## config.mk

```make
export PLATFORM = sky130hd
export DESIGN_NAME = sparse_duplicate_merger_core_flat
export DESIGN_NICKNAME = d
export VERILOG_FILES = /design/src/rtl/core/sdm_pkg.sv /design/src/rtl/core/sdm_in_if.sv /design/src/rtl/core/sdm_out_if.sv /design/src/rtl/core/sdm_merge.sv /design/src/rtl/core/sdm_fifo.sv /design/src/rtl/core/sparse_duplicate_merger_core.sv /design/src/flat_wrapper.sv
export SDC_FILE = /design/constraint.sdc
export NUM_CORES = 2
export LEC_CHECK = 0
export BUFFER_PORTS_ARGS = -buffer_cell sky130_fd_sc_hd__buf_2
export CELL_PAD_IN_SITES_DETAIL_PLACEMENT = 1
export CELL_PAD_IN_SITES_GLOBAL_PLACEMENT = 1
export CORE_UTILIZATION = 56
export CTS_BUF_LIST = sky130_fd_sc_hd__clkbuf_8
export CTS_CLUSTER_SIZE = 25
export DETAILED_ROUTE_END_ITERATION = 8
export PLACE_DENSITY_LB_ADDON = 0.1
export SYNTH_ARGS = -nofsm -noshare
export SYNTH_HDL_FRONTEND = slang
export SYNTH_HIERARCHICAL = 1
export SYNTH_SLANG_ARGS = --single-unit
```

## constraint.sdc

```tcl
create_clock -name clk -period 23.6 [get_ports clk]
set_input_delay 1.18 -clock clk [delete_from_list [all_inputs] [get_ports clk]]
set_output_delay 1.18 -clock clk [all_outputs]
set_load 0.005 [all_outputs]
```

## src/rtl/core/sdm_pkg.sv

```systemverilog
package sdm_pkg;

    localparam int INDEX_WIDTH    = 16;
    localparam int VALUE_WIDTH    = 32;
    localparam int FRAC_BITS      = 16;
    localparam int LEN_WIDTH      = 12;
    localparam int MAX_ROW_LENGTH = 4095;

    localparam int FIFO_DEPTH = 4;
    localparam int FIFO_PTR_W = 2;
    localparam int FIFO_CNT_W = 3;

    localparam int APB_ADDR_W = 2;
    localparam int APB_DATA_W = 32;
    localparam logic [APB_ADDR_W-1:0] ADDR_MERGE_OP = 2'd0;

    typedef enum logic [1:0] {
        OP_SUM     = 2'd0,
        OP_PRODUCT = 2'd1,
        OP_MAX_MAG = 2'd2,
        OP_MIN_MAG = 2'd3
    } merge_op_t;

    typedef logic [INDEX_WIDTH-1:0]        index_t;
    typedef logic signed [VALUE_WIDTH-1:0] value_t;
    typedef logic [LEN_WIDTH-1:0]          len_t;

    typedef struct packed {
        index_t index;
        value_t value;
        logic   row_end;
        logic   no_entry;
    } item_t;

    typedef struct packed {
        index_t index;
        value_t value;
        logic   row_end;
        logic   empty_row;
        len_t   length;
    } result_t;

    typedef struct packed {
        logic [1:0] n;
        result_t    first;
        result_t    second;
    } push_t;

    typedef struct packed {
        logic [FIFO_CNT_W-1:0] count;
        logic                  space_ok;
    } fifo_stat_t;

    localparam value_t VAL_MAX = {1'b0, {(VALUE_WIDTH-1){1'b1}}};
    localparam value_t VAL_MIN = {1'b1, {(VALUE_WIDTH-1){1'b0}}};

    function automatic value_t sat_add(value_t a, value_t b);
        logic signed [VALUE_WIDTH:0] sum;
        sum = {a[VALUE_WIDTH-1], a} + {b[VALUE_WIDTH-1], b};
        if (sum[VALUE_WIDTH] != sum[VALUE_WIDTH-1])
        begin
            return sum[VALUE_WIDTH] ? VAL_MIN : VAL_MAX;
        end
        return sum[VALUE_WIDTH-1:0];
    endfunction

    function automatic value_t sat_abs(value_t x);
        if (x == VAL_MIN)
        begin
            return VAL_MAX;
        end
        return x[VALUE_WIDTH-1] ? -x : x;
    endfunction

    function automatic value_t sat_mul(value_t a, value_t b);
        logic                       neg;
        logic [VALUE_WIDTH-1:0]     ma;
        logic [VALUE_WIDTH-1:0]     mb;
        logic [2*VALUE_WIDTH-1:0]   prod;
        logic [2*VALUE_WIDTH-1:0]   q;
        logic [2*VALUE_WIDTH-1:0]   limit;
        neg   = a[VALUE_WIDTH-1] ^ b[VALUE_WIDTH-1];
        ma    = a[VALUE_WIDTH-1] ? -a : a;
        mb    = b[VALUE_WIDTH-1] ? -b : b;
        prod  = {{VALUE_WIDTH{1'b0}}, ma} * {{VALUE_WIDTH{1'b0}}, mb};
        q     = prod >> FRAC_BITS;
        limit = {{VALUE_WIDTH{1'b0}}, VAL_MAX} + {{(2*VALUE_WIDTH-1){1'b0}}, neg};
        if (q > limit)
        begin
            return neg ? VAL_MIN : VAL_MAX;
        end
        return neg ? -q[VALUE_WIDTH-1:0] : q[VALUE_WIDTH-1:0];
    endfunction

    function automatic value_t merge_value(merge_op_t op, value_t v, value_t u);
        value_t av;
        value_t au;
        av = sat_abs(v);
        au = sat_abs(u);
        case (op)
            OP_SUM:     return sat_add(v, u);
            OP_PRODUCT: return sat_mul(v, u);
            OP_MAX_MAG: return (av > au) ? av : au;
            OP_MIN_MAG: return (av < au) ? av : au;
            default:    return sat_add(v, u);
        endcase
    endfunction

endpackage

```

## src/rtl/core/sdm_in_if.sv

```systemverilog
interface sdm_in_if;
    import sdm_pkg::*;

    logic   valid;
    logic   ready;
    index_t entry_index;
    value_t entry_value;
    logic   row_end;
    logic   no_entry;

    modport source (
        output valid,
        output entry_index,
        output entry_value,
        output row_end,
        output no_entry,
        input  ready
    );

    modport sink (
        input  valid,
        input  entry_index,
        input  entry_value,
        input  row_end,
        input  no_entry,
        output ready
    );

endinterface

```

## src/rtl/core/sdm_out_if.sv

```systemverilog
interface sdm_out_if;
    import sdm_pkg::*;

    logic   valid;
    logic   ready;
    index_t out_index;
    value_t out_value;
    logic   out_row_end;
    logic   out_empty_row;
    len_t   row_length;

    modport source (
        output valid,
        output out_index,
        output out_value,
        output out_row_end,
        output out_empty_row,
        output row_length,
        input  ready
    );

    modport sink (
        input  valid,
        input  out_index,
        input  out_value,
        input  out_row_end,
        input  out_empty_row,
        input  row_length,
        output ready
    );

endinterface

```

## src/rtl/core/sdm_merge.sv

```systemverilog
module sdm_merge (
    input  logic              clk,
    input  logic              rst_n,
    input  logic              fire,
    input  sdm_pkg::item_t    item,
    input  sdm_pkg::merge_op_t op,
    output sdm_pkg::push_t    push
);
    import sdm_pkg::*;

    index_t held_index_reg;
    index_t held_index_next;
    value_t held_value_reg;
    value_t held_value_next;
    logic   held_valid_reg;
    logic   held_valid_next;
    len_t   count_reg;
    len_t   count_next;

    logic    matched;
    value_t  merged;
    len_t    count_up;
    logic    flush;
    logic    close;
    result_t flush_res;
    result_t close_res;

    always_comb
    begin
        matched  = held_valid_reg && (item.index == held_index_reg);
        merged   = merge_value(op, held_value_reg, item.value);
        count_up = (count_reg < len_t'(MAX_ROW_LENGTH)) ? count_reg + len_t'(1) : count_reg;

        held_index_next = held_index_reg;
        held_value_next = held_value_reg;
        held_valid_next = held_valid_reg;
        count_next      = count_reg;
        flush           = 1'b0;
        close           = 1'b0;

        flush_res = '{index: held_index_reg, value: held_value_reg, row_end: 1'b0,
                      empty_row: 1'b0, length: '0};
        close_res = flush_res;

        if (fire)
        begin
            if (!item.no_entry)
            begin
                if (matched)
                begin
                    held_value_next = merged;
                end
                else
                begin
                    flush           = held_valid_reg;
                    held_index_next = item.index;
                    held_value_next = item.value;
                    held_valid_next = 1'b1;
                    count_next      = count_up;
                end
                if (item.row_end)
                begin
                    close     = 1'b1;
                    close_res = '{index: held_index_next, value: held_value_next,
                                  row_end: 1'b1, empty_row: 1'b0, length: count_next};
                    held_valid_next = 1'b0;
                    count_next      = '0;
                end
            end
            else if (item.row_end)
            begin
                close = 1'b1;
                if (held_valid_reg)
                begin
                    close_res = '{index: held_index_reg, value: held_value_reg,
                                  row_end: 1'b1, empty_row: 1'b0, length: count_reg};
                end
                else
                begin
                    close_res = '{index: '0, value: '0, row_end: 1'b1,
                                  empty_row: 1'b1, length: '0};
                end
                held_valid_next = 1'b0;
                count_next      = '0;
            end
        end

        push.n      = {1'b0, flush} + {1'b0, close};
        push.first  = flush ? flush_res : close_res;
        push.second = close_res;
    end

    always_ff @(posedge clk or negedge rst_n)
    begin
        if (!rst_n)
        begin
            held_valid_reg <= 1'b0;
            count_reg      <= '0;
        end
        else
        begin
            held_valid_reg <= held_valid_next;
            count_reg      <= count_next;
        end
    end

    always_ff @(posedge clk)
    begin
        held_index_reg <= held_index_next;
        held_value_reg <= held_value_next;
    end

endmodule

```

## src/rtl/core/sdm_fifo.sv

```systemverilog
module sdm_fifo (
    input  logic                 clk,
    input  logic                 rst_n,
    input  sdm_pkg::push_t       push,
    output sdm_pkg::fifo_stat_t  stat,
    sdm_out_if.source            out_ch
);
    import sdm_pkg::*;

    result_t mem [FIFO_DEPTH];

    logic [FIFO_PTR_W-1:0] wr_ptr_reg;
    logic [FIFO_PTR_W-1:0] wr_ptr_next;
    logic [FIFO_PTR_W-1:0] wr_ptr_plus1;
    logic [FIFO_PTR_W-1:0] rd_ptr_reg;
    logic [FIFO_PTR_W-1:0] rd_ptr_next;
    logic [FIFO_CNT_W-1:0] count_reg;
    logic [FIFO_CNT_W-1:0] count_next;
    logic                  pop;
    result_t               head;

    always_comb
    begin
        pop          = (count_reg != '0) && out_ch.ready;
        wr_ptr_plus1 = wr_ptr_reg + FIFO_PTR_W'(1);
        wr_ptr_next  = wr_ptr_reg + FIFO_PTR_W'(push.n);
        rd_ptr_next  = rd_ptr_reg + FIFO_PTR_W'(pop);
        count_next   = count_reg + FIFO_CNT_W'(push.n) - FIFO_CNT_W'(pop);
        head         = mem[rd_ptr_reg];
    end

    always_ff @(posedge clk or negedge rst_n)
    begin
        if (!rst_n)
        begin
            wr_ptr_reg <= '0;
            rd_ptr_reg <= '0;
            count_reg  <= '0;
        end
        else
        begin
            wr_ptr_reg <= wr_ptr_next;
            rd_ptr_reg <= rd_ptr_next;
            count_reg  <= count_next;
        end
    end

    always_ff @(posedge clk)
    begin
        if (push.n != 2'd0)
        begin
            mem[wr_ptr_reg] <= push.first;
        end
        if (push.n == 2'd2)
        begin
            mem[wr_ptr_plus1] <= push.second;
        end
    end

    assign stat.count    = count_reg;
    assign stat.space_ok = (count_reg <= FIFO_CNT_W'(FIFO_DEPTH - 2));

    assign out_ch.valid         = (count_reg != '0);
    assign out_ch.out_index     = head.index;
    assign out_ch.out_value     = head.value;
    assign out_ch.out_row_end   = head.row_end;
    assign out_ch.out_empty_row = head.empty_row;
    assign out_ch.row_length    = head.length;

endmodule

```

## src/rtl/core/sparse_duplicate_merger_core.sv

```systemverilog
// An accepted transaction is registered in the input stage and merged once the result queue has room;
// the results it releases are written into the result queue and offered from there. An entry is held
// until an item with another index, a row end or an empty-row close arrives. Throughput: one input
// transaction per cycle while the four-entry queue has room for two results, as an item may release two.
// Reset clears the held entry, the row count and the result queue; merge_op resets to sum.
module sparse_duplicate_merger_core (
    input  logic                          clk,
    input  logic                          rst_n,
    input  logic                          psel,
    input  logic                          penable,
    input  logic                          pwrite,
    input  logic [sdm_pkg::APB_ADDR_W-1:0] paddr,
    input  logic [sdm_pkg::APB_DATA_W-1:0] pwdata,
    output logic [sdm_pkg::APB_DATA_W-1:0] prdata,
    output logic                          pready,
    sdm_in_if.sink                        in_ch,
    sdm_out_if.source                     out_ch
);
    import sdm_pkg::*;

    merge_op_t  merge_op_reg;
    logic       in_vld_reg;
    logic       in_vld_next;
    item_t      item_reg;
    logic       fire;
    push_t      push;
    fifo_stat_t fifo_stat;

    assign pready = 1'b1;
    assign prdata = (paddr == ADDR_MERGE_OP) ?
                    {{(APB_DATA_W-2){1'b0}}, merge_op_reg} : '0;

    always_ff @(posedge clk or negedge rst_n)
    begin
        if (!rst_n)
        begin
            merge_op_reg <= OP_SUM;
        end
        else if (psel && penable && pwrite && (paddr == ADDR_MERGE_OP))
        begin
            merge_op_reg <= merge_op_t'(pwdata[1:0]);
        end
    end

    assign fire        = in_vld_reg && fifo_stat.space_ok;
    assign in_ch.ready = !in_vld_reg || fire;

    always_comb
    begin
        in_vld_next = in_vld_reg;
        if (in_ch.ready)
        begin
            in_vld_next = in_ch.valid;
        end
    end

    always_ff @(posedge clk or negedge rst_n)
    begin
        if (!rst_n)
        begin
            in_vld_reg <= 1'b0;
        end
        else
        begin
            in_vld_reg <= in_vld_next;
        end
    end

    always_ff @(posedge clk)
    begin
        if (in_ch.valid && in_ch.ready)
        begin
            item_reg <= '{index: in_ch.entry_index, value: in_ch.entry_value,
                          row_end: in_ch.row_end, no_entry: in_ch.no_entry};
        end
    end

    sdm_merge u_merge (
        .clk   (clk),
        .rst_n (rst_n),
        .fire  (fire),
        .item  (item_reg),
        .op    (merge_op_reg),
        .push  (push)
    );

    sdm_fifo u_fifo (
        .clk    (clk),
        .rst_n  (rst_n),
        .push   (push),
        .stat   (fifo_stat),
        .out_ch (out_ch)
    );

    a_fifo_bound: assert property (@(posedge clk) disable iff (!rst_n)
        fifo_stat.count <= FIFO_CNT_W'(FIFO_DEPTH))
        else $error("result queue overflow");

    a_ignored_item: assert property (@(posedge clk) disable iff (!rst_n)
        (fire && item_reg.no_entry && !item_reg.row_end) |=>
        (fifo_stat.count <= $past(fifo_stat.count)))
        else $error("an item with no entry and no row end produced a result");

    a_empty_row: assert property (@(posedge clk) disable iff (!rst_n)
        (out_ch.valid && out_ch.out_empty_row) |->
        (out_ch.out_row_end && (out_ch.row_length == '0) && (out_ch.out_value == '0)))
        else $error("empty-row result carries data");

    a_length_only_at_end: assert property (@(posedge clk) disable iff (!rst_n)
        (out_ch.valid && !out_ch.out_row_end) |-> (out_ch.row_length == '0))
        else $error("row length reported before the row end");

endmodule

```

## src/flat_wrapper.sv

```systemverilog
// flat-port wrapper written by rule: the top's interface ports become plain ports
module sparse_duplicate_merger_core_flat import sdm_pkg::*;
  (clk, rst_n, psel, penable, pwrite, paddr, pwdata, prdata, pready, in_ch_valid, in_ch_entry_index, in_ch_entry_value, in_ch_row_end, in_ch_no_entry, in_ch_ready, out_ch_valid, out_ch_out_index, out_ch_out_value, out_ch_out_row_end, out_ch_out_empty_row, out_ch_row_length, out_ch_ready);
  sdm_in_if in_ch_i ();
  sdm_out_if out_ch_i ();
  input  logic clk;
  input  logic rst_n;
  input  logic psel;
  input  logic penable;
  input  logic pwrite;
  input  logic [sdm_pkg::APB_ADDR_W-1:0] paddr;
  input  logic [sdm_pkg::APB_DATA_W-1:0] pwdata;
  output logic [sdm_pkg::APB_DATA_W-1:0] prdata;
  output logic pready;
  input wire logic [$bits(in_ch_i.valid)-1:0] in_ch_valid;
  input wire logic [$bits(in_ch_i.entry_index)-1:0] in_ch_entry_index;
  input wire logic [$bits(in_ch_i.entry_value)-1:0] in_ch_entry_value;
  input wire logic [$bits(in_ch_i.row_end)-1:0] in_ch_row_end;
  input wire logic [$bits(in_ch_i.no_entry)-1:0] in_ch_no_entry;
  output wire logic [$bits(in_ch_i.ready)-1:0] in_ch_ready;
  output wire logic [$bits(out_ch_i.valid)-1:0] out_ch_valid;
  output wire logic [$bits(out_ch_i.out_index)-1:0] out_ch_out_index;
  output wire logic [$bits(out_ch_i.out_value)-1:0] out_ch_out_value;
  output wire logic [$bits(out_ch_i.out_row_end)-1:0] out_ch_out_row_end;
  output wire logic [$bits(out_ch_i.out_empty_row)-1:0] out_ch_out_empty_row;
  output wire logic [$bits(out_ch_i.row_length)-1:0] out_ch_row_length;
  input wire logic [$bits(out_ch_i.ready)-1:0] out_ch_ready;
  assign in_ch_i.valid = in_ch_valid;
  assign in_ch_i.entry_index = in_ch_entry_index;
  assign in_ch_i.entry_value = in_ch_entry_value;
  assign in_ch_i.row_end = in_ch_row_end;
  assign in_ch_i.no_entry = in_ch_no_entry;
  assign in_ch_ready = in_ch_i.ready;
  assign out_ch_valid = out_ch_i.valid;
  assign out_ch_out_index = out_ch_i.out_index;
  assign out_ch_out_value = out_ch_i.out_value;
  assign out_ch_out_row_end = out_ch_i.out_row_end;
  assign out_ch_out_empty_row = out_ch_i.out_empty_row;
  assign out_ch_row_length = out_ch_i.row_length;
  assign out_ch_i.ready = out_ch_ready;
  sparse_duplicate_merger_core u_core (.clk(clk), .rst_n(rst_n), .psel(psel), .penable(penable), .pwrite(pwrite), .paddr(paddr), .pwdata(pwdata), .prdata(prdata), .pready(pready), .in_ch(in_ch_i), .out_ch(out_ch_i));
endmodule
```

# Yosys cells after proc, flatten, opt, wreduce, memory -nomap -nowiden
# Memory sizes are Yosys's and may differ from the RTL's.
# Cells that the tools add are included.
[classes]
addsub = 12
multipliers = 1
div = 0
order_cmp = 5
n_eq_ne = 10
n_shift = 0
n_mux = 49
n_bitwise = 2
reduce_logical = 16
[ops]
columns = ["op", "count"]
rows = [
  ["32-bit two-way mux", 16],
  ["62-bit two-way mux", 6],
  ["32-bit case mux with 4 select lines", 1],
  ["32-bit negation", 3],
  ["32-bit equality test, second input constant", 2],
  ["32-bit by 32-bit multiplier with 64-bit output", 1],
  ["12-bit two-way mux", 5],
  ["48-bit by 32-bit > comparator with 1-bit output", 1],
  ["32-bit by 32-bit adder with 33-bit output", 1],
  ["31-bit by 1-bit adder with 32-bit output, first input constant", 1],
  ["32-bit > comparator", 1],
  ["32-bit < comparator", 1],
  ["1-bit two-way mux", 19],
  ["16-bit equality test", 1],
  ["16-bit two-way mux", 1],
  ["12-bit by 1-bit adder with 12-bit output, second input constant", 1],
  ["12-bit < comparator, second input constant", 1],
  ["1-bit logical AND", 7],
  ["2-bit equality test, second input constant", 3],
  ["2-bit logical NOT", 2],
  ["2-bit by 1-bit != test with 1-bit output, second input constant", 2],
  ["2-bit AND reduction", 2],
  ["3-bit by 2-bit adder with 3-bit output", 1],
  ["3-bit by 2-bit less-or-equal comparator with 1-bit output, second input constant", 1],
  ["15 further kinds", 15],
]
[word_totals]
reg_bits = 121
latchBits = 0
ramBits = 248
rom_bits = 0
inputBits = 91
out_inout_bits = 97
wordCells = 109
memories = 1
[mem_list]
columns = ["memory", "words", "word_bits", "read_ports", "rd_clocked_by_memory_dff", "write_ports", "line", "rtl"]
rows = [
  ["u_core.u_fifo.mem", 4, 62, 1, 0, 2, "sdm_fifo.sv:10", "result_t mem [FIFO_DEPTH];"],
]

# Logic depth before layout (Yosys ltp)
[logic_depth]
word_depth = 13
mapped_depth = 53
mapped_depth_nobuf = 47

# Modules after synthesis
# Netlist, hierarchy kept.
[modules_own_cells]
columns = ["module", "n_inst", "cells_per_inst", "area_per_inst_um2", "seq_area_each_um2"]
rows = [
  ["sdm_merge", 1, 5553, 45082.0, 1766.7],
  ["sdm_fifo", 1, 640, 12348.1, 7622.3],
  ["sparse_duplicate_merger_core", 1, 96, 1889.3, 1576.5],
]

# Worst setup path before layout
# No wires, ideal clock.
[synth_path]
kind = "reg2reg"
from = "register u_core/item_reg[7] (netlist name)"
to = "memory u_core/u_fifo/mem[0][36] (netlist name) (data pin)"
setup_time_ps = 260
arrival_time_ps = 12735
required_ps = 23340
slack_ps = 10606
path_stages_with_launch = 48
n_path_buf = 4
period_less_slack_ps = 12994
path_cell_list = "edfxtp_1 > or4_4 > or4_4 > or3_1 > or3_4 > or2_2 > o31ai_1 > xnor2_1 > clkbuf_1 > nand2_1 > fa_1 > inv_1 > fa_1 > inv_1 > fa_1 > inv_1 > fa_1 > fa_1 > [... 12 more ...] > nor3_1 > nor2_1 > xnor2_1 > ha_1 > and4_1 > and3_1 > clkbuf_1 > nand3_1 > or4_1 > nand4_1 > o21ai_1 > o311a_1 > nand3_1 > clkbuf_1 > nor3_1 > o31ai_1 > o21ai_0 > mux2_2"
[synth_rtl]
columns = ["item", "line", "rtl"]
rows = [
  ["start, declared", "sparse_duplicate_merger_core.sv:24", "item_t item_reg;"],
  ["start signal, assigned", "sparse_duplicate_merger_core.sv:73", "item_reg <= '{index: in_ch.entry_index, value: in_ch.entry_value,"],
  ["end, declared", "sdm_fifo.sv:10", ""],
]

==> flow_summary_export.csv <==
group,metric,value,unit
worst_setup_path,start_kind,"register",
cts,cts_setup_buffers,0,
cts,cts_sinks,369,
logic_synthesis,synth_area,59300,um^2
logic_synthesis,synth-edff-count,346,
worst_setup_path,critPathKind,"register to register",
floorplanning,die_h,327,um
final_layout,fin_nets,7614,
global_routing,grt_usage,43.7,%
global_routing,grt.overflow.total,0,
final_layout,drive_above_1_share,13.1,%
global_routing,antenna_found_initial,9,
detailed_routing,wl_per_cell,30.2,um
logic_synthesis,ys_ff_latch,369,
cts,cts_buffers,50,
sta,max_slew_margin,3.85,%
sta,setup_ws,6310,ps
sta,setup_viol,0,
cts,clock_latency,640,ps
final_layout,filler_cell_count,11900,
sta,min_period_over_period,73.3,%
sta,fin_tns_setup,0,ps
run,cap_violations,0,
floorplanning,num_rows,119,
worst_setup_path,end_kind,"register",
cts,ctsResizeCount,0,
floorplanning,die_area,107000,um^2
place,port_buffers,126,
worst_setup_path,worstPathMaxFanout,16,
worst_setup_path,path_common_cell,"fa_1",
logic_synthesis,synth_warnings,6,
place,dp_slack,6990,ps
worst_setup_path,crit_slowest_cell,"a211oi_1",
cts,root_buffer,"clkbuf_8",
logic_synthesis,synthDistinctLibCells,108,
detailed_routing,vias,50100,
floorplanning,die_x,327,um
final_layout,final_cell_mix,"953 x inv_1, 897 x fa_1, 828 x nand2_1",
logic_synthesis,async_flop_share,6.23,%
sta,timing.final.max_slew_violations,0,
detailed_routing,drt_iter0_drc,4614,
final_layout,final_common_cell,"inv_1",
sta,finalClockSkew,39.4,ps
sta,rsz0062_at_grt,"false",
worst_setup_path,crit_family,"compound AO/OA/AOI/OAI gates",
logic_synthesis,syn_avg_cell_area,9.43,um^2
final_layout,area_growth_syn_to_layout,6.21,%
worst_setup_path,arrival,17790,ps
place,hpwl,180000,um
global_routing,grt_max_degree,76,
place,placed_area,62000,um^2
cts,hold_buffers,0,
sta,whs,516,ps
worst_setup_path,worst_ep_required_time,24100,ps
cts,cts.htree.levels,2,
logic_synthesis,ys.flop_type,"edfxtp_1",
sta,period_needed,17290,ps
detailed_routing,viasPerCell,6.51,
logic_synthesis,yosysSeqAreaShare,18.5,%
detailed_routing,wl,233000,um
logic_synthesis,synthCells,6289,
detailed_routing,met1_length,86600,um
detailed_routing,top_layer,"met5",
place,gp_congestion,1.01,
floorplanning,num_io_pins,188,
detailed_routing,wl_met3,21600,um
floorplanning,coreArea,105000,um^2
cts,cts_tree,"done",
cts,clkSlewWorstSetupHoldPaths,70,ps
global_routing,grt_pass1_vias,54500,
detailed_routing,wl_met2,109000,um
global_routing,grt_pass1_wl,346000,um
floorplanning,start_util,56.4,%
detailed_routing,drc_errors,0,
worst_setup_path,slowest_delay,1100,ps
sta,finalHoldViolations,0,
sta,tightest_slew,1430,ps
final_layout,fin_area,63000,um^2
status,status,"finished clean",
cts,clockBufferDepth,3,
worst_setup_path,rrSetupSlack,6310,ps
detailed_routing,ant_nets,0,
final_layout,largest_register_ffs,248,
detailed_routing,dr.pass1.iters,5,
worst_setup_path,path_buf_inv,3,
min_path,hp-class,"register to register",
sta,fmax,0.0578,GHz
-- cells in the mapped netlist, types with 15 or more instances --
cell type / instances / area share [%]
a211oi_1: 25 / 0.32
a21o_1: 62 / 0.78
a21oi_1: 160 / 1.3
a22o_1: 21 / 0.31
a22oi_1: 18 / 0.23
a31oi_1: 27 / 0.28
and2_1: 34 / 0.36
and3_1: 17 / 0.18
and4_1: 22 / 0.32
buf_1: 15 / 0.095
buf_2: 30 / 0.25
buf_4: 37 / 0.47
clkbuf_1: 316 / 2.0
dfrtp_1: 23 / 0.97
edfxtp_1: 346 / 18
fa_1: 897 / 30
ha_1: 366 / 7.7
inv_1: 935 / 5.9
mux2_2: 256 / 4.9
mux2i_1: 27 / 0.46
mux4_2: 62 / 2.4
nand2_1: 830 / 5.3
nand2b_1: 19 / 0.20
nand3_1: 67 / 0.57
nand4_1: 68 / 0.72
nor2_1: 661 / 4.2
nor3_1: 83 / 0.70
nor4_1: 29 / 0.31
o211ai_1: 31 / 0.39
o21a_1: 44 / 0.56
o21ai_0: 165 / 1.4
o21ai_1: 17 / 0.14
o22ai_1: 16 / 0.17
o31ai_1: 45 / 0.57
or2_2: 16 / 0.17
or3_1: 31 / 0.33
xnor2_1: 115 / 1.7
xor2_1: 79 / 1.2
-- path summary, 6_finish.rpt --
kind,startpoint,to,depth (start not counted)
setup reg to reg,u_core/item_reg[4]$_DFFE_PP_,u_core/u_fifo/mem[3][17]$_DFFE_PP_,39
setup / recovery,u_core/item_reg[4]$_DFFE_PP_,u_core/u_fifo/mem[3][17]$_DFFE_PP_,39
min in group asynchronous,rst_n,u_core/u_merge/count_reg[8]$_DFFE_PN0P_,1
max in group asynchronous,rst_n,u_core/u_fifo/rd_ptr_reg[0]$_DFF_PN0_,1
hold reg to reg,u_core/item_reg[37]$_DFFE_PP_,u_core/u_merge/held_index_reg[3]$_DFFE_PP_,0
hold / removal,u_core/item_reg[37]$_DFFE_PP_,u_core/u_merge/held_index_reg[3]$_DFFE_PP_,0
-- worst reg2reg max path, delay by kind of cell (launching register included) --
family,cells,cell delay [ps]
simple gates,11,4230
buf+inv,3,500
compound gates,12,5330
flops,1,610
mux,1,260
fa+ha+maj,10,4920
xor+xnor,2,1320
-- routing by layer --
metal  up-vias  global-route usage (%)
li1      20600                       -
met5         -                       0
met4         4                    24.5
met1     26100                    55.3
met2      2672                    70.6
met3       769                    8.44
-- stage by stage --
step	instances	util (%)
global route	7691	59.9
CTS	7689	59.9
detailed placement	7598	59.0
floorplan	6318	-
global placement	7598	59.0
finish	7698	59.9
-- final cells by class --
cell class	count	area, um^2	share of cell area [%]
flip-flops and latches	369	11000	17.4
diodes	8	20.0	0.0318
well taps	1391	1740	2.76
inverters	936	3510	5.58
multi-input cells	4606	43900	69.7
clock inverters	36	203	0.322
clock buffers	55	757	1.20
repair buffers	297	1910	3.03
-- cell families after synthesis --
family / synth area share, %
buffers and inverters: 8.90
AND/OR/NAND/NOR: 14.2
adder cells (fa/ha/maj): 38.0
multiplexers: 7.96
XOR/XNOR: 2.89
other: 0.0127
AO/OA/AOI/OAI: 9.55
flip-flops: 18.5
Power is left out: the tool's default activity adds up to more than one toggle a clock period on the data nets, which glitch-free logic cannot reach.
